<file path="src/sv/i2cbs_pkg.sv">
// Shared types and constants for the I2C master bit sequencer.
// Used by the front, the back and the top level; depends on nothing.
package i2cbs_pkg;

   typedef enum logic [2:0] {
      OP_START   = 3'd0,
      OP_STOP    = 3'd1,
      OP_WRITE   = 3'd2,
      OP_READ    = 3'd3,
      OP_ACK     = 3'd4,
      OP_NACK    = 3'd5,
      OP_WAITACK = 3'd6,
      OP_TICK    = 3'd7
   } op_type;

   // The active command register holds the tick code when no command runs.
   localparam op_type CMD_IDLE = OP_TICK;

   localparam int QUEUE_DEPTH = 2;
   localparam int IDX_W       = 5;
   localparam int BYTE_W      = 8;

   localparam logic [IDX_W-1:0] WRITE_LAST_IDX = IDX_W'(23);
   localparam logic [IDX_W-1:0] READ_LAST_IDX  = IDX_W'(16);

   typedef struct packed {
      logic              is_tick;
      op_type            op;
      logic [BYTE_W-1:0] data_byte;
      logic              sda_in;
   } entry_type;

   typedef struct packed {
      op_type           cmd;
      logic [IDX_W-1:0] idx;
   } back_status_type;

endpackage

</file>
<file path="src/sv/i2cbs_front.sv">
// Front of the I2C master bit sequencer: accepts request words, classifies
// them as tick or command and holds them in a short queue. Uses i2cbs_pkg.
module i2cbs_front #(
   parameter int Depth = i2cbs_pkg::QUEUE_DEPTH
) (
   input  logic                  clock,
   input  logic                  reset,
   input  logic                  req_valid,
   output logic                  req_ready,
   input  logic [2:0]            req_op,
   input  logic [7:0]            req_data_byte,
   input  logic                  req_sda_in,
   output logic                  q_valid,
   output i2cbs_pkg::entry_type  q_entry,
   input  logic                  q_pop
);

   localparam int PtrW = (Depth > 1) ? $clog2(Depth) : 1;
   localparam int CntW = $clog2(Depth + 1);
   localparam logic [PtrW-1:0] LastPtr = PtrW'(Depth - 1);
   localparam logic [CntW-1:0] FullCnt = CntW'(Depth);

   i2cbs_pkg::entry_type entries_ff [Depth];
   logic [PtrW-1:0] wr_ptr_ff, wr_ptr_in;
   logic [PtrW-1:0] rd_ptr_ff, rd_ptr_in;
   logic [CntW-1:0] count_ff, count_in;
   i2cbs_pkg::entry_type new_entry;
   logic push;

   always_comb begin
      new_entry.op        = i2cbs_pkg::op_type'(req_op);
      new_entry.is_tick   = (new_entry.op == i2cbs_pkg::OP_TICK);
      new_entry.data_byte = req_data_byte;
      new_entry.sda_in    = req_sda_in;
   end

   assign req_ready = (count_ff != FullCnt);
   assign push      = req_valid && req_ready;
   assign q_valid   = (count_ff != '0);
   assign q_entry   = entries_ff[rd_ptr_ff];

   always_comb begin
      wr_ptr_in = wr_ptr_ff;
      rd_ptr_in = rd_ptr_ff;
      count_in  = count_ff;
      if (push) begin
         wr_ptr_in = (wr_ptr_ff == LastPtr) ? '0 : wr_ptr_ff + PtrW'(1);
      end
      if (q_pop) begin
         rd_ptr_in = (rd_ptr_ff == LastPtr) ? '0 : rd_ptr_ff + PtrW'(1);
      end
      if (push && !q_pop) begin
         count_in = count_ff + CntW'(1);
      end else if (q_pop && !push) begin
         count_in = count_ff - CntW'(1);
      end
   end

   always_ff @(posedge clock) begin
      if (reset) begin
         wr_ptr_ff <= '0;
         rd_ptr_ff <= '0;
         count_ff  <= '0;
      end else begin
         wr_ptr_ff <= wr_ptr_in;
         rd_ptr_ff <= rd_ptr_in;
         count_ff  <= count_in;
      end
   end

   always_ff @(posedge clock) begin
      if (push) begin
         entries_ff[wr_ptr_ff] <= new_entry;
      end
   end

endmodule

</file>
<file path="src/sv/i2cbs_back.sv">
// Back of the I2C master bit sequencer: latches a command when none is active,
// applies one pin event per tick word while a command runs and holds the result
// word in an output register. Uses i2cbs_pkg.
module i2cbs_back (
   input  logic                        clock,
   input  logic                        reset,
   input  logic                        q_valid,
   input  i2cbs_pkg::entry_type        q_entry,
   output logic                        q_pop,
   output logic                        rsp_valid,
   input  logic                        rsp_ready,
   output logic                        rsp_scl_level,
   output logic                        rsp_sda_level,
   output logic                        rsp_busy_res,
   output logic [7:0]                  rsp_received_byte,
   output logic                        rsp_ack_bit,
   output logic                        rsp_done_res,
   output i2cbs_pkg::back_status_type  status
);

   localparam int IdxW  = i2cbs_pkg::IDX_W;
   localparam int ByteW = i2cbs_pkg::BYTE_W;

   i2cbs_pkg::op_type cmd_ff, cmd_in;
   logic [IdxW-1:0]  idx_ff, idx_in;
   logic [1:0]       phase_ff, phase_in;
   logic [ByteW-1:0] tx_ff, tx_in;
   logic [ByteW-1:0] rx_ff, rx_in;
   logic [ByteW-1:0] rsp_rx_ff, rsp_rx_in;
   logic             ack_ff, ack_in;
   logic             scl_ff, scl_in;
   logic             sda_ff, sda_in;
   logic             rsp_valid_ff, rsp_valid_in;
   logic             done_ff, done_in;
   logic             busy_ff, busy_in;
   logic             last;
   logic             tick_go;

   assign q_pop   = q_valid && (!q_entry.is_tick || !rsp_valid_ff || rsp_ready);
   assign tick_go = q_pop && q_entry.is_tick;

   always_comb begin
      cmd_in       = cmd_ff;
      idx_in       = idx_ff;
      phase_in     = phase_ff;
      tx_in        = tx_ff;
      rx_in        = rx_ff;
      rsp_rx_in    = rsp_rx_ff;
      ack_in       = ack_ff;
      scl_in       = scl_ff;
      sda_in       = sda_ff;
      last         = 1'b0;
      rsp_valid_in = rsp_valid_ff && !rsp_ready;
      done_in      = done_ff;
      busy_in      = busy_ff;

      if (q_pop && !q_entry.is_tick) begin
         if (cmd_ff == i2cbs_pkg::CMD_IDLE) begin
            cmd_in   = q_entry.op;
            idx_in   = '0;
            phase_in = 2'd0;
            if (q_entry.op == i2cbs_pkg::OP_WRITE) begin
               tx_in = q_entry.data_byte;
            end
            if (q_entry.op == i2cbs_pkg::OP_READ) begin
               rx_in = '0;
            end
         end
      end

      if (tick_go && cmd_ff != i2cbs_pkg::CMD_IDLE) begin
         case (cmd_ff)
            i2cbs_pkg::OP_START: begin
               case (idx_ff)
                  IdxW'(0): sda_in = 1'b1;
                  IdxW'(1): scl_in = 1'b1;
                  IdxW'(2): sda_in = 1'b0;
                  default: begin
                     scl_in = 1'b0;
                     last   = 1'b1;
                  end
               endcase
            end
            i2cbs_pkg::OP_STOP: begin
               case (idx_ff)
                  IdxW'(0): sda_in = 1'b0;
                  IdxW'(1): scl_in = 1'b1;
                  default: begin
                     sda_in = 1'b1;
                     last   = 1'b1;
                  end
               endcase
            end
            i2cbs_pkg::OP_WRITE: begin
               case (phase_ff)
                  2'd0: sda_in = tx_ff[ByteW-1];
                  2'd1: scl_in = 1'b1;
                  default: begin
                     scl_in = 1'b0;
                     tx_in  = {tx_ff[ByteW-2:0], 1'b0};
                     last   = (idx_ff >= i2cbs_pkg::WRITE_LAST_IDX);
                  end
               endcase
               phase_in = (phase_ff == 2'd2) ? 2'd0 : phase_ff + 2'd1;
            end
            i2cbs_pkg::OP_READ: begin
               if (idx_ff == '0) begin
                  sda_in = 1'b1;
               end else if (idx_ff[0]) begin
                  scl_in = 1'b1;
               end else begin
                  rx_in  = {rx_ff[ByteW-2:0], q_entry.sda_in};
                  scl_in = 1'b0;
                  last   = (idx_ff >= i2cbs_pkg::READ_LAST_IDX);
               end
            end
            i2cbs_pkg::OP_ACK, i2cbs_pkg::OP_NACK: begin
               case (idx_ff)
                  IdxW'(0): sda_in = (cmd_ff == i2cbs_pkg::OP_NACK);
                  IdxW'(1): scl_in = 1'b1;
                  default: begin
                     scl_in = 1'b0;
                     last   = 1'b1;
                  end
               endcase
            end
            i2cbs_pkg::OP_WAITACK: begin
               case (idx_ff)
                  IdxW'(0): sda_in = 1'b1;
                  IdxW'(1): scl_in = 1'b1;
                  default: begin
                     ack_in = q_entry.sda_in;
                     scl_in = 1'b0;
                     last   = 1'b1;
                  end
               endcase
            end
            default: last = 1'b1;
         endcase
         if (last) begin
            cmd_in = i2cbs_pkg::CMD_IDLE;
            idx_in = '0;
         end else begin
            idx_in = idx_ff + IdxW'(1);
         end
      end

      if (tick_go) begin
         rsp_valid_in = 1'b1;
         done_in      = last;
         busy_in      = (cmd_in != i2cbs_pkg::CMD_IDLE);
         rsp_rx_in    = rx_in;
      end
   end

   always_ff @(posedge clock) begin
      if (reset) begin
         cmd_ff       <= i2cbs_pkg::CMD_IDLE;
         idx_ff       <= '0;
         phase_ff     <= 2'd0;
         tx_ff        <= '0;
         rx_ff        <= '0;
         rsp_rx_ff    <= '0;
         ack_ff       <= 1'b1;
         scl_ff       <= 1'b1;
         sda_ff       <= 1'b1;
         rsp_valid_ff <= 1'b0;
      end else begin
         cmd_ff       <= cmd_in;
         idx_ff       <= idx_in;
         phase_ff     <= phase_in;
         tx_ff        <= tx_in;
         rx_ff        <= rx_in;
         rsp_rx_ff    <= rsp_rx_in;
         ack_ff       <= ack_in;
         scl_ff       <= scl_in;
         sda_ff       <= sda_in;
         rsp_valid_ff <= rsp_valid_in;
      end
   end

   always_ff @(posedge clock) begin
      done_ff <= done_in;
      busy_ff <= busy_in;
   end

   assign rsp_valid         = rsp_valid_ff;
   assign rsp_scl_level     = scl_ff;
   assign rsp_sda_level     = sda_ff;
   assign rsp_busy_res      = busy_ff;
   assign rsp_received_byte = rsp_rx_ff;
   assign rsp_ack_bit       = ack_ff;
   assign rsp_done_res      = done_ff;

   assign status.cmd = cmd_ff;
   assign status.idx = idx_ff;

endmodule

</file>
<file path="src/sv/i2c_master_bit_sequencer.sv">
// Top level of the I2C master bit sequencer: the front queue and the back.
// Depends on i2cbs_pkg, i2cbs_front and i2cbs_back.
//
//   channel   direction   ports                                 word
//   req       in          req_valid/ready, op, data_byte, sda   command or tick
//   rsp       out         rsp_valid/ready, levels and status    one per tick
//
// Each request word is registered in the queue, and a tick's result word is then
// registered in the back's output register; one word is taken each cycle while
// results are taken. Command words give no result word.
// Reset is synchronous and leaves both pins released and no command active.
// A stalled result register holds back only tick words; commands at the head of the queue still drain.
module i2c_master_bit_sequencer #(
   parameter int QueueDepth = i2cbs_pkg::QUEUE_DEPTH
) (
   input  logic       clock,
   input  logic       reset,
   input  logic       req_valid,
   output logic       req_ready,
   input  logic [2:0] req_op,
   input  logic [7:0] req_data_byte,
   input  logic       req_sda_in,
   output logic       rsp_valid,
   input  logic       rsp_ready,
   output logic       rsp_scl_level,
   output logic       rsp_sda_level,
   output logic       rsp_busy_res,
   output logic [7:0] rsp_received_byte,
   output logic       rsp_ack_bit,
   output logic       rsp_done_res
);

   logic                       q_valid;
   logic                       q_pop;
   i2cbs_pkg::entry_type       q_entry;
   i2cbs_pkg::back_status_type status;

   i2cbs_front #(
      .Depth (QueueDepth)
   ) u_front (
      .clock         (clock),
      .reset         (reset),
      .req_valid     (req_valid),
      .req_ready     (req_ready),
      .req_op        (req_op),
      .req_data_byte (req_data_byte),
      .req_sda_in    (req_sda_in),
      .q_valid       (q_valid),
      .q_entry       (q_entry),
      .q_pop         (q_pop)
   );

   i2cbs_back u_back (
      .clock             (clock),
      .reset             (reset),
      .q_valid           (q_valid),
      .q_entry           (q_entry),
      .q_pop             (q_pop),
      .rsp_valid         (rsp_valid),
      .rsp_ready         (rsp_ready),
      .rsp_scl_level     (rsp_scl_level),
      .rsp_sda_level     (rsp_sda_level),
      .rsp_busy_res      (rsp_busy_res),
      .rsp_received_byte (rsp_received_byte),
      .rsp_ack_bit       (rsp_ack_bit),
      .rsp_done_res      (rsp_done_res),
      .status            (status)
   );

   a_done_not_busy: assert property (@(posedge clock) disable iff (reset)
      rsp_valid && rsp_done_res |-> !rsp_busy_res)
      else $error("result word is both done and busy");

   a_write_idx: assert property (@(posedge clock) disable iff (reset)
      status.cmd == i2cbs_pkg::OP_WRITE |-> status.idx <= i2cbs_pkg::WRITE_LAST_IDX)
      else $error("write byte ran past its last event");

   a_read_idx: assert property (@(posedge clock) disable iff (reset)
      status.cmd == i2cbs_pkg::OP_READ |-> status.idx <= i2cbs_pkg::READ_LAST_IDX)
      else $error("read byte ran past its last event");

endmodule
</file>
<file path="config.mk">
export PLATFORM = sky130hd
export DESIGN_NAME = i2c_master_bit_sequencer
export DESIGN_NICKNAME = d
export VERILOG_FILES = /design/src/sv/i2cbs_pkg.sv /design/src/sv/i2cbs_front.sv /design/src/sv/i2cbs_back.sv /design/src/sv/i2c_master_bit_sequencer.sv
export SDC_FILE = /design/constraint.sdc
export NUM_CORES = 1
export LEC_CHECK = 0
export ABC_AREA = 1
export BUFFER_PORTS_ARGS = -buffer_cell sky130_fd_sc_hd__buf_2
export CAP_MARGIN = 15
export CORE_UTILIZATION = 50
export DETAILED_ROUTE_END_ITERATION = 8
export PLACE_DENSITY = 0.69
export SLEW_MARGIN = 0
export SYNTH_ARGS = -nofsm -noshare
export SYNTH_HDL_FRONTEND = slang
export SYNTH_SLANG_ARGS = --single-unit
</file>
<file path="constraint.sdc">
create_clock -name clock -period 2 [get_ports clock]
set_input_delay 0.1 -clock clock [delete_from_list [all_inputs] [get_ports clock]]
set_output_delay 0.1 -clock clock [all_outputs]
set_load 0.01 [all_outputs]
</file>
======== Word level (Yosys, flattened, before mapping) ========
Memories as Yosys holds them, arrays and structs flattened. A register that Yosys moved wholly into a read port is not among the register bits.
Index checks and enable logic that the tools add are counted.
Widths: inputs -> output; s select.
storage, ports and cells
  flip-flop bits (word level) ............. 44
  bits in latches ......................... 0
  memory bits (writable) .................. 26
  memory bits (read-only) ................. 0
  input bits .............................. 16
  output and inout port bits .............. 15
  logic and storage cells ................. 143
  memories ................................ 1
cells by class
  $add $sub $neg .......................... 6
  multipliers ............................. 0
  div/mod/pow operators ................... 0
  order comparisons ....................... 2
  equality and inequality tests ........... 27
  shift-type cells ........................ 0
  multiplexer cells ....................... 55
  bitwise logic cells ..................... 1
  reductions and logical operators ........ 36
memories
  name                depth  width  rd ports  clocked after Yosys merged registers in  wr ports  RTL line           source
  u_front.entries_ff  2      13     1         1                                        1         i2cbs_front.sv:23  i2cbs_pkg::entry_type entries_ff [Depth];
operators by type and width
  cell                 count
  $mux 8               13
  $mux 5               4
  $mux 1               19
  $eq 3x3->1 const B   5
  $mux 2               7
  $reduce_and 7->1     2
  $eq 3x2->1 const B   4
  $mux 3               4
  $ne 2x2->1 const B   6
  $ge 5x5->1 const B   2
  $pmux 1 s2           5
  $pmux 1 s5           2
  $reduce_bool 5->1    2
  $reduce_or 2->1      5
  $logic_and 1x1->1    8
  $ne 2x1->1 const B   4
  $reduce_bool 2->1    4
  $ne 3x3->1 const B   2
  $reduce_or 3->1      2
  $add 5x1->5 const B  1
  $eq 5x1->1 const B   1
  $eq 5x2->1 const B   1
  $logic_not 1->1      5
  $logic_not 5->1      1
  15 further kinds     18

======== Logic depth before layout (Yosys ltp) ========
Gate-level depths: netlist (run 1).
  word-level depth ........................ 10
  mapped depth ............................ 12
  depth with buffers taken out ............ 12

======== Modules after synthesis ========
Synthesis (run 1) repeated with hierarchy kept, for this count alone.
second synthesis, totals
  cell total of the unflattened synthesis .. 373
  area, all modules ....................... 3365.7 um2
by module, submodules not included
  module       instances  cells each  area an instance (um2)  seq. area each (um2)
  i2cbs_back   1          297         2147.1                  820.8
  i2cbs_front  1          76          1218.7                  880.8

======== Worst setup path before layout (run 1) ========
OpenSTA, ideal clock, no wires.
  path type ............................... reg-to-reg
  from .................................... register (tool-made name)
  to ...................................... register u_front.count_ff[1]
  setup time .............................. 0.122 ns
  arrival ................................. 1.503 ns
  data required time ...................... 1.878 ns
  slack ................................... 0.375 ns
  cell stages (with the launch flop) ...... 13
  buffers on the path ..................... 0
  period minus slack after synthesis ...... 1.625 ns
  cell sequence ........................... dfxtp_1 > inv_2 > nand2_1 > nand2_2 > inv_1 > nand2_2 > nand2_1 > inv_1 > ha_1 > a21oi_1 > o21ai_0 > o21ai_0 > a21oi_1
RTL lines
  element                 RTL line           source
  end signal: assignment  i2cbs_front.sv:67  count_ff <= count_in;
  end: declaration        i2cbs_front.sv:26  logic [CntW-1:0] count_ff, count_in;

======== Worst setup path after layout (run 1) ========
  from .................................... register u_back.idx_ff[0]
  to ...................................... register u_back.done_ff (netlist: u_back.rsp_done_res) (data pin)
between the ends
  cells in the longest elaborated chain, start to end .. 5
  elaborated cells between the ends (all ways) .. 14
  those cells by class .................... 2 x order compare; 2 x eq/ne; 7 x mux; 3 x reduce/logical
RTL lines
  element                                   RTL line           source
  start: declaration                        i2cbs_back.sv:25   logic [IdxW-1:0] idx_ff, idx_in;
  start signal: assignment                  i2cbs_back.sv:170  idx_ff <= idx_in;
  $ge 5x5->1, or another cell as far along  i2cbs_back.sv:114  last = (idx_ff >= i2cbs_pkg::READ_LAST_IDX);
  $mux 1, or another cell as far along      i2cbs_back.sv:109  end else if (idx_ff[0]) begin
  $mux 1 (on tied branches)                 n/a
  $pmux 1 s4 *                              i2cbs_back.sv:72   case (cmd_ff)
  $mux 1 *                                  i2cbs_back.sv:71   if (tick_go && cmd_ff != i2cbs_pkg::CMD_IDLE) begin
  end signal: assignment                    i2cbs_back.sv:183  done_ff <= done_in;
  end: declaration                          i2cbs_back.sv:34   logic done_ff, done_in;
Every way passes the cells marked *; elsewhere a longest branch is shown, timed or not. The select of a mux whose other input is x is not followed.
A chain may end at the register's enable or synchronous reset.

==> results.txt, run 1 <==
Status: finished clean
Most used flip-flop cell after synthesis: dfxtp_1
Total clock buffers created by CTS: 9
Number of cells in the finished layout apart from fillers: 536
Cell Pwr Density: 1260 nW/um2
Most frequently used cell type in the post-synthesis netlist: nand2_1
Min-Delay Path Class: input port to flip-flop
Kind of critical path: flip-flop to flip-flop
Insertion delay of the later-clocked pin in the worst-skew pair: 0.34 ns
Static power due to leakage: 1.79 nW
Hold violation count in the final report: 0
Fraction of layout instances using a drive strength above 1: 17.4%
Maximum number of pins on one net before global-route repair: 24
Design area: 3920 um2
Crit path largest cell delay: 0.34 ns
Top-Level Pins: 31
Initial DRC count: 170
CTS max path bufs: 2
Width of the die: 83.5 um
Post-CTS Setup Repair Bufs: 0
Final nets: 475
# placed instances: 508
Routed vias/inst: 5.12
Final setup viols: 0
H-Tree Level Count: 3
WL per Instance: 12.3 um
Total of flip-flops plus latches after synthesis: 71
Arrival time worst endpoint: 1.94 ns
# DRC: 0
Biggest area consumer among synthesized cells: dfxtp_1
Total count of max-transition violations in the final report: 0
Endpoint required time on the critical path: 2.09 ns
Total overflow reported by the global router: 0
Worst IR drop on VDD: 0.837 mV
Synth warnings: 0
CTS tree: done
Hold Buf Count CTS: 12
Vias: 2746
Ant. Diodes: 0
Setup crit start kind: flip-flop
Unrepaired setup endpoints after global routing: no
Series of cell instances along the critical path: inv_1, ha_1, nand3_1, nand2_1, nand2_1, a21oi_2, nand2_1, nand2_2, inv_1
Minimum setup slack after placement: 0.247 ns
Measured slew at the worst slew-check pin: 0.564 ns
Clock period minus final worst setup slack: 1.84 ns
Cell types with the highest counts after synthesis: nand2_1, nand3_1, dfxtp_1, inv_1, nor2_1
Core ar.: 6390 um2
Worst path slowest cell: dfxtp_1
EDFF count, synth: 28
Crit. End Element: flip-flop
Final setup slack of the worst path: 0.159 ns
Dpl cell area: 3550 um2
Share of Yosys cell area claimed by the top area cell type: 25.9%
Min Hold Slack: 0.111 ns
Overall Global Routing Usage: 20.2%
Number of search-and-repair iterations in the first detailed-routing pass: 4
Fraction of the yosys area taken by sequential cells: 51.3%
Distinct cell type count of the synthesized netlist: 34
Area contributors post-synth: dfxtp_1, edfxtp_1, nand2_1, nand3_1, inv_1
Total negative slack for setup checks: 0 ns
Number of nets still failing antenna checks after routing: 0
Power consumption: 4.94 mW
Max-capacitance violation count: 0
Global placer's final weighted congestion: 0.912
Clock-pin slew on the worst setup and hold paths: 0.07 ns
Growth of design area from synthesis to finish: 18.1%
Critical path fanouts, max: 6
Port-buffer cells: 30
Antenna violations before repair: 0
Cell area after synthesis: 3320 um2
# clock sinks: 71
Clock tree skew after final layout: 0.0120 ns
Number of cells upsized or downsized after cts: 0
Wire length of the first global-routing pass: 11300 um
Mean instance size in the synthesized netlist: 8.24 um2
Most used cell, CP: nand2_1
Floorplan die area: 6970 um2
Cell row count: 29
Synth async-reset ratio: 0%
Cells after Synth: 403
Final design utilization: 61.4%
Hpwl dp: 4440 um
Nets in the synthesized netlist: 424
Final cycle utilization of the critical path: 92.1%
Detailed-route wire length: 6620 um
Chip height: 83.5 um
Clock Root Buffer: clkbuf_8
Initial core utilization: 52.0%
Via count of the first global-routing pass: 2512
Max Clock Freq: 543 MHz
Max-Slew Margin vs Limit: 62.2%
==> cell families after synthesis <==
group	Yosys count	share of synthesized area, %
and+or+nand+nor	219	30.6
buffers and inverters	62	8.18
xor gates and xnor gates	3	0.792
DFF	71	51.3
adders and majority gates	5	1.88
AOI/OAI and AO/OA	43	7.31
==> cells in the final DEF, fill, tap and decap left out, types with 6 or more instances in the layout <==
cell             n
o21ai_0         14
nor2_1          31
edfxtp_1        28
nand2_1        102
or2_2            6
buf_4            9
nand3_1         52
inv_1           43
buf_2           30
a21oi_1         23
clkbuf_8         9
nand4_1         13
dlygate4sd3_1   12
dfxtp_1         43
==> sequential cells by signal, summed over array words and instances, names as in the netlist, 2 cells and up, named ones only <==
register,flops
u_back.rx_ff,8
u_back.phase_ff,2
u_back.rsp_received_byte,8
u_front.count_ff,2
u_back.cmd_ff,3
u_front.entries_ff,26
u_back.idx_ff,5
u_back.tx_ff,8
==> final timing paths <==
kind	cells past startpoint	start	slack [ns]	to
setup / recovery	9	u_back.idx_ff[0]$_SDFFE_PP0P_	0.16	u_back.rsp_done_res$_SDFFCE_PN0P_
hold / removal	4	rsp_ready	0.11	u_back.rsp_valid$_SDFF_PP0_
setup reg to reg	9	u_back.idx_ff[0]$_SDFFE_PP0P_	0.16	u_back.rsp_done_res$_SDFFCE_PN0P_
hold reg to reg	1	u_front.rd_ptr_ff$_SDFFE_PP0N_	0.45	flip-flop
==> layout make-up <==
class,count,area [um2]
Clock buffer,10,128
Clock inverter,6,116
Fill cell,562,2470
Inverter,51,193
Multi-Input combinational cell,270,1350
Sequential cell,71,1700
Tap cell,77,96.3
Timing Repair Buffer,51,338
==> report_power, final <==
group          switching (mW)  internal [mW]
logic                    1.10          0.561
registers               0.116           1.76
clock network           0.562          0.840
==> worst max-delay path: cells and delay by family, from the launching register on <==
kind | cells | cell delay (ns)
compound gates | 1 | 0.27
fa+ha+maj | 1 | 0.21
buf+inv | 2 | 0.22
flops | 1 | 0.34
simple gates | 5 | 0.56
==> per-layer routing <==
| metal | up-vias | share of wire, % | GRT usage, % |
|---|---|---|---|
| met4 | 0 | 1.0 | 5.55 |
| met1 | 1255 | 49 | 28.1 |
| met5 | - | 0 | 0 |
| met2 | 54 | 46 | 32.1 |
| li1 | 1429 | - | - |
| met3 | 8 | 4.2 | 4.55 |
No activity file was read; power rests on OpenSTA's default activity.
==> inputs of run 2 (changes only) <==
--- a/config.mk
+++ b/config.mk
@@ -8,9 +8,9 @@
 export ABC_AREA = 1
 export BUFFER_PORTS_ARGS = -buffer_cell sky130_fd_sc_hd__buf_2
 export CAP_MARGIN = 15
-export CORE_UTILIZATION = 50
+export CORE_UTILIZATION = 45
+export CTS_BUF_LIST = sky130_fd_sc_hd__clkbuf_4 sky130_fd_sc_hd__clkbuf_8
 export DETAILED_ROUTE_END_ITERATION = 8
-export PLACE_DENSITY = 0.69
 export SLEW_MARGIN = 0
 export SYNTH_ARGS = -nofsm -noshare
 export SYNTH_HDL_FRONTEND = slang
==> run 2 against run 1 <==
Compared with the run above: via count grew 1.1%; die area is 11% higher; sequential power barely moved; worst hold slack gained 0.042 ns; flip-flop and latch count did not move; clock skew decreased by 0.0037 ns; routed wire length is 1.8% higher; setup slack better by 0.074 ns; critical path depth grew 1; total power is 0.18% lower; non-clock buffer count decreased by 1; count of clock-buffer cells in the layout is 1 lower; critical endpoint is now u_back.rsp_busy_res$_DFFE_PP_.
==> results.txt, run 2 (same netlist as run 1, synthesis figures left out) <==
Max-capacitance violation count: 0 (unchanged)
Overall Global Routing Usage: 19.0% (-1.3 points)
Antenna violations before repair: 0 (unchanged)
Fraction of layout instances using a drive strength above 1: 17.7% (+0.26 points)
Crit path largest cell delay: 0.34 ns (about the same)
Hpwl dp: 4690 um (+5.6%)
Flip-flop count of the largest register, all copies and words added: 26 (unchanged)
Sequential cell area: 1700 um2 (about the same)
Global placer's final weighted congestion: 0.851 (-6.6%)
Clock-pin slew on the worst setup and hold paths: 0.08 ns (about the same)
R2r startpoint: u_back.idx_ff[0]$_SDFFE_PP0P_
Worst setup slack for register-to-register paths: 0.23 ns (+0.07 ns)
Logic gate share of total power: 33.3% (-0.3 points)
Measured slew at the worst slew-check pin: 0.559 ns (-0.00523 ns)
Cell row count: 30 (+3.4%)
Total met3 wirelength after detailed routing: 227 um (-18%)
Total clock buffers created by CTS: 9 (unchanged)
CP Buf/Inv Count: 1 (-1)
Initial core utilization: 47.8% (-4.2 points)
Worst Hold Launch: rsp_ready
Total count of max-transition violations in the final report: 0 (unchanged)
Most used cell, CP: nand2_1
Top register by number of flip-flops: u_front.entries_ff
Number of nets still failing antenna checks after routing: 0 (unchanged)
Highest metal layer with signal wires: met4
Worst path slowest cell: dfxtp_1
Number of search-and-repair iterations in the first detailed-routing pass: 4 (unchanged)
Final nets: 474 (-0.21%)
Count of fill cells added during filler insertion: 654 (+16%)
Vias: 2775 (+1.1%)
Top-Level Pins: 31 (unchanged)
Share of total power consumed by net switching: 36.2% (+0.24 points)
Area of the multi-input gates: 1350 um2 (unchanged)
Final cycle utilization of the critical path: 88.4% (-3.7 points)
Most common cell after layout, fill and taps aside: nand2_1
Floorplan die area: 7720 um2 (+11%)
Min Hold Slack: 0.152 ns (+0.0416 ns)
CTS max path bufs: 2 (unchanged)
Width of the die: 87.9 um (+5.3%)
Final setup viols: 0 (unchanged)
Hold violation count in the final report: 0 (unchanged)
Worst setup path start: u_back.idx_ff[0]$_SDFFE_PP0P_
Most used cells in the layout excluding fill and tap cells: nand2_1, nand3_1, inv_1
Critical path fanouts, max: 6 (unchanged)
Max-Slew Margin vs Limit: 62.5% (+0.35 points)
Insertion delay of the later-clocked pin in the worst-skew pair: 0.34 ns (about the same)
Series of cell instances along the critical path: inv_1, ha_1, nand3_1, nand2_1, nand2_1, a21oi_2, nand2_1, nand2_2, o21ai_0, nand2_1
# clock sinks: 71 (unchanged)
H-Tree Level Count: 3 (unchanged)
Cell type group with the largest total delay on the critical path: simple AND/OR/NAND/NOR gates
WL per Instance: 12.2 um (-1.6%)
# DRC: 0 (unchanged)
Static power due to leakage: 1.78 nW (-0.38%)
Total negative slack for setup checks: 0 ns (unchanged)
Via count of the first global-routing pass: 2485 (-1.1%)
Clock tree skew after final layout: 0.00830 ns (-0.00368 ns)
Endpoint required time on the critical path: 2.22 ns (+0.13 ns)
Internal power component: 3.14 mW (-0.56%)
Port-buffer cells: 30 (unchanged)
Kind of critical path: flip-flop to flip-flop
Psw: 1.79 mW (+0.50%)
Status: finished clean
Initial DRC count: 141 (-17%)
CTS tree: done
Chip height: 87.9 um (+5.3%)
Core ar.: 6940 um2 (+8.7%)
Crit. End Element: flip-flop
Clock Root Buffer: clkbuf_8
Worst IR drop on VDD: 0.588 mV (-30%)
Cell Pwr Density: 1250 nW/um2 (-0.66%)
Max Clock Freq: 566 MHz (+4.2%)
Setup crit start kind: flip-flop
Clock network fraction of total power: 28.3% (about the same)
Arrival time worst endpoint: 1.99 ns (+0.05 ns)
Maximum number of pins on one net before global-route repair: 24 (unchanged)
Growth of design area from synthesis to finish: 18.6%
Routed length on met1: 3360 um (+4.5%)
Part of the total power dissipated in sequential elements: 38.3% (+0.3 points)
Min-Delay Path Class: input port to flip-flop
Wire length of the first global-routing pass: 11200 um (-1.5%)
Ant. Diodes: 0 (unchanged)
Clock period minus final worst setup slack: 1.77 ns (-0.0743 ns)
Detailed route wirelength on metal2: 3030 um (-0.88%)
Routed vias/inst: 5.01 (-2.2%)
Detailed-route wire length: 6740 um (+1.8%)
Unrepaired setup endpoints after global routing: no
Total overflow reported by the global router: 0 (unchanged)
run 2: cell types whose count changed in the layout (fill, tap and decap cells not counted):
cell / delta
buf_4: -1
clkbuf_1: -1
clkinv_4: +2
clkinvlp_2: +1
dfxtp_1: -1
dfxtp_2: +1
inv_6: -2
run 2: stage by stage:
| step | util [%] | power, mW | cell area [um2] | std cells | setup WS [ns] |
|---|---|---|---|---|---|
| after floorplan | - | 3.15 | 3320 | 403 | 0.375 |
| after global placement | 51.4 | 3.52 | 3570 | 526 | 0.279 |
| after detailed placement | 51.4 | 3.54 | 3570 | 526 | 0.220 |
| after CTS | 56.7 | 4.96 | 3940 | 554 | 0.196 |
| after global routing | 56.7 | 5.28 | 3940 | 554 | 0.0179 |
| final | 56.7 | 4.93 | 3940 | 554 | 0.233 |
run 2: repair_timing:
action,CTS,global route
setup buffers,0,0
endpoints found under the setup margin,0,1
hold buffers,12,0
resized for setup,0,1
endpoints found under the hold margin,24,0
run 2: routing by layer:
layer,vias up,global-route usage (%)
met3,12,3.49
met5,-,0
met1,1284,25.1
li1,1426,-
met2,53,30.7
met4,0,7.75
run 2: layout make-up:
| cell class | count | area share [%] |
|---|---|---|
| Sequential cell | 71 | 43.2 |
| Clock buffer | 9 | 3.15 |
| Multi-Input combinational cell | 270 | 34.2 |
| Inverter | 51 | 4.89 |
| Clock inverter | 7 | 3.08 |
| Tap cell | 96 | 3.05 |
| Timing Repair Buffer | 50 | 8.39 |
run 2: worst reg2reg max path: stages (launching register included):
cell	delay [ns]
dfxtp_1	0.34
inv_1	0.15
ha_1	0.20
nand3_1	0.11
nand2_1	0.10
nand2_1	0.07
a21oi_2	0.25
nand2_1	0.11
nand2_2	0.13
o21ai_0	0.13
nand2_1	0.07
run 2: power groups by stage:
stage | clock network, mW | logic, mW | registers, mW
floorplan | 0 | 1.22 | 1.93
global placement | 0 | 1.61 | 1.91
detailed placement | 0 | 1.62 | 1.92
CTS | 1.42 | 1.65 | 1.89
global route | 1.48 | 1.88 | 1.92
finish | 1.40 | 1.64 | 1.89
run 2: final timing paths:
path	end	depth (start not counted)
worst min-delay path	u_back.rsp_valid$_SDFF_PP0_	4
worst max register to register	u_back.rsp_busy_res$_DFFE_PP_	10
worst min register to register	flip-flop	1
worst max-delay path	u_back.rsp_busy_res$_DFFE_PP_	10
==> inputs of run 3 (changes only) <==
--- a/config.mk
+++ b/config.mk
@@ -9,9 +9,10 @@
 export BUFFER_PORTS_ARGS = -buffer_cell sky130_fd_sc_hd__buf_2
 export CAP_MARGIN = 15
 export CORE_UTILIZATION = 45
-export CTS_BUF_LIST = sky130_fd_sc_hd__clkbuf_4 sky130_fd_sc_hd__clkbuf_8
+export CTS_BUF_LIST = sky130_fd_sc_hd__clkbuf_2
 export DETAILED_ROUTE_END_ITERATION = 8
 export SLEW_MARGIN = 0
 export SYNTH_ARGS = -nofsm -noshare
 export SYNTH_HDL_FRONTEND = slang
+export SYNTH_HIERARCHICAL = 1
 export SYNTH_SLANG_ARGS = --single-unit
==> run 3 against run 2 <==
Compared with the run above: non-clock buffer count is 10 higher; worst hold slack better by 0.14 ns; die area is 1.4% higher; routed wire length is 3.8% lower; sequential share of layout area is 0.27 points lower; global-route usage is 0.37 points lower; design area is 0.70% higher; synthesized cell count is 7.4% lower; the run now ends with design-rule violations left; flip-flop and latch count stayed put; final cell count is 2.9% lower; via count is 5.0% lower.
==> results.txt, run 3 <==
Synth Area in Compound Gates: 12.6% (+5.3 points)
Area contributors post-synth: dfxtp_1, edfxtp_1, inv_1, nand2_1, mux2_4
Initial DRC count: 190 (+35%)
Biggest area consumer among synthesized cells: dfxtp_1
Global placer's final weighted congestion: 0.835 (-1.9%)
CTS max path bufs: 2 (unchanged)
Critical path fanouts, max: 6 (unchanged)
Hold violation count in the final report: 0 (unchanged)
R2R depth: 10 (unchanged)
Cell Pwr Density: 1060 nW/um2 (-15%)
Cell area after synthesis: 3370 um2 (+1.4%)
Wire length of the first global-routing pass: 11000 um (-1.5%)
Floorplan die area: 7830 um2 (+1.4%)
Overall Global Routing Usage: 18.6% (-0.37 points)
Number of cells in the finished layout apart from fillers: 538 (-2.9%)
Port-buffer cells: 30 (unchanged)
Violated checks: design-rule violations
Final setup slack of the worst path: 0.166 ns (-0.0668 ns)
Status: finished, violations left
Kind of critical path: flip-flop to flip-flop
Total overflow reported by the global router: 0 (unchanged)
Cell types with the highest counts after synthesis: inv_1, nand2_1, dfxtp_1
Clock Root Buffer: clkbuf_2
Max-capacitance violation count: 0 (unchanged)
Fraction of the yosys area taken by sequential cells: 50.6% (-0.71 points)
Number of search-and-repair iterations in the first detailed-routing pass: 6 (+2)
Count of fill cells added during filler insertion: 674 (+3.1%)
Post-synthesis mux area share: 5.76% (+5.8 points)
Cell row count: 31 (+3.3%)
# clock sinks: 71 (unchanged)
Synth async-reset ratio: 0% (unchanged)
Chip height: 88.5 um (+0.68%)
Final cycle utilization of the critical path: 91.7% (+3.3 points)
Area of the multi-input gates: 1370 um2 (+1.8%)
Distinct cell type count of the synthesized netlist: 35 (+2.9%)
Flip-flop count of the largest register, all copies and words added: 26 (unchanged)
Clock period minus final worst setup slack: 1.83 ns (+0.0668 ns)
Share of Yosys cell area claimed by the top area cell type: 25.6% (-0.36 points)
Power consumption: 4.20 mW (-15%)
Area share of and/or/nand/nor cells after synthesis: 19.3% (-11 points)
EDFF count, synth: 28 (unchanged)
Min-Delay Path Class: input port to flip-flop
Final setup viols: 0 (unchanged)
Final nets: 455 (-4.0%)
Ant. Diodes: 0 (unchanged)
Setup crit start kind: flip-flop
Hold Crit Depth: 2 (-2)
Vias: 2635 (-5.0%)
Fraction of layout instances using a drive strength above 1: 22.8% (+5.1 points)
Top register by number of flip-flops: u_front/entries_ff
Clock tree skew after final layout: 0.0248 ns (+0.0165 ns)
Most used flip-flop cell after synthesis: dfxtp_1
Measured slew at the worst slew-check pin: 0.491 ns (-0.0673 ns)
Routed vias/inst: 4.90 (-2.2%)
Width of the die: 88.5 um (+0.68%)
Worst IR drop on VDD: 0.562 mV (-4.4%)
Minimum setup slack after placement: 0.149 ns (-0.0707 ns)
Max Clock Freq: 545 MHz (-3.6%)
Total clock buffers created by CTS: 9 (unchanged)
Nets in the synthesized netlist: 394 (-7.1%)
Sequential cell area: 1700 um2 (about the same)
Dpl cell area: 3680 um2 (+3.1%)
Via count of the first global-routing pass: 2428 (-2.3%)
# placed instances: 506 (-3.8%)
Hpwl dp: 4590 um (-2.0%)
Share of synthesized cell area in full adder, half adder and majority cells: 1.86% (-0.026 points)
WL per Instance: 12.0 um (-0.89%)
Total negative slack for setup checks: 0 ns (unchanged)
Cells after Synth: 373 (-7.4%)
Max-Slew Margin vs Limit: 67.2% (+4.7 points)
Number of nets still failing antenna checks after routing: 0 (unchanged)
CTS tree: done
Growth of design area from synthesis to finish: 17.8%
Core ar.: 7250 um2 (+4.5%)
Most used cells in the layout excluding fill and tap cells: inv_1, nand2_1, dfxtp_1
Crit. End Element: flip-flop
Parity-gate share of the synthesized area counting xor and xnor cells: 1.04% (+0.25 points)
Mean instance size in the synthesized netlist: 9.02 um2 (+9.5%)
Detailed-route wire length: 6480 um (-3.8%)
Insertion delay of the later-clocked pin in the worst-skew pair: 0.50 ns (+0.16 ns)
Arrival time worst endpoint: 2.10 ns (+0.11 ns)
Synth warnings: 6 (+6)
Clock-pin slew on the worst setup and hold paths: 0.21 ns (+0.13 ns)
Most common cell after layout, fill and taps aside: inv_1
Top-Level Pins: 31 (unchanged)
Largest family of logic cells by synthesized area: simple AND/OR/NAND/NOR gates
Static power due to leakage: 1.77 nW (-0.60%)
Total of flip-flops plus latches after synthesis: 71 (unchanged)
H-Tree Level Count: 3 (unchanged)
Endpoint required time on the critical path: 2.26 ns (+0.04 ns)
Total count of max-transition violations in the final report: 0 (unchanged)
Antenna violations before repair: 0 (unchanged)
Initial core utilization: 46.4% (-1.4 points)
# DRC: 2 (+2)
Most frequently used cell type in the post-synthesis netlist: inv_1
Design area: 3970 um2 (+0.70%)
Maximum number of pins on one net before global-route repair: 19 (-21%)
run 3: cells by family after synthesis:
group,count (synthesis)
xor gates and xnor gates,4
muxes,14
AOI/OAI and AO/OA,68
adders and majority gates,5
and+or+nand+nor,138
buffers and inverters,73
DFF,71
run 3: per-stage QoR:
step	hold slack, ns	util (%)
after floorplan	0.172	-
after global placement	0.288	50.8
after detailed placement	0.291	50.8
after CTS	0.244	54.5
after global routing	0.234	54.7
final	0.294	54.7
run 3: worst max-delay path, stage by stage (launching register included):
cell	delay, ns
dfxtp_2	0.40
inv_1	0.08
ha_1	0.21
o211ai_1	0.27
nand3_1	0.10
nand2_1	0.09
inv_2	0.06
nand2_1	0.06
nand2_1	0.13
o21ai_0	0.11
nand2_1	0.08
run 3: path summary, 6_finish.rpt:
| path | slack (ns) | from | endpoint |
|---|---|---|---|
| min reg2reg | 0.49 | u_back/tx_ff[1]$_SDFF_PP0_ | u_back/tx_ff[1]$_SDFF_PP0_ |
| min | 0.29 | req_data_byte[2] | u_front/entries_ff[1][3]$_DFFE_PP_ |
| max reg2reg | 0.17 | u_back/idx_ff[0]$_SDFFE_PP0P_ | u_back/rsp_busy_res$_DFFE_PP_ |
| max | 0.17 | u_back/idx_ff[0]$_SDFFE_PP0P_ | u_back/rsp_busy_res$_DFFE_PP_ |
run 3: power by group:
part	total, mW	internal, mW	switching, mW
clock network	0.814	0.291	0.522
registers	1.85	1.74	0.109
logic	1.54	0.620	0.918
total	4.20	2.66	1.55
run 3: layer usage:
layer	up-vias	GRT usage, %	wire length, um
met5	-	0	0
met2	58	31.0	3090
met1	1195	22.9	3030
li1	1371	-	-
met3	11	4.20	241
met4	0	8.80	127
run 3: layout make-up:
| type | instances | share of cell area [%] |
|---|---|---|
| Sequential cell | 71 | 43.0 |
| Timing Repair Buffer | 60 | 10.4 |
| Clock buffer | 9 | 1.14 |
| Multi-Input combinational cell | 229 | 34.6 |
| Tap cell | 99 | 3.12 |
| Clock inverter | 7 | 1.83 |
| Inverter | 63 | 5.96 |
run 3: repair_timing:
action | in CTS | in global routing
endpoints found under the hold margin | 43 | 0
setup endpoints to repair | 0 | 3
gates resized for setup | 0 | 4
setup buffers | 0 | 1
hold buffers | 15 | 0
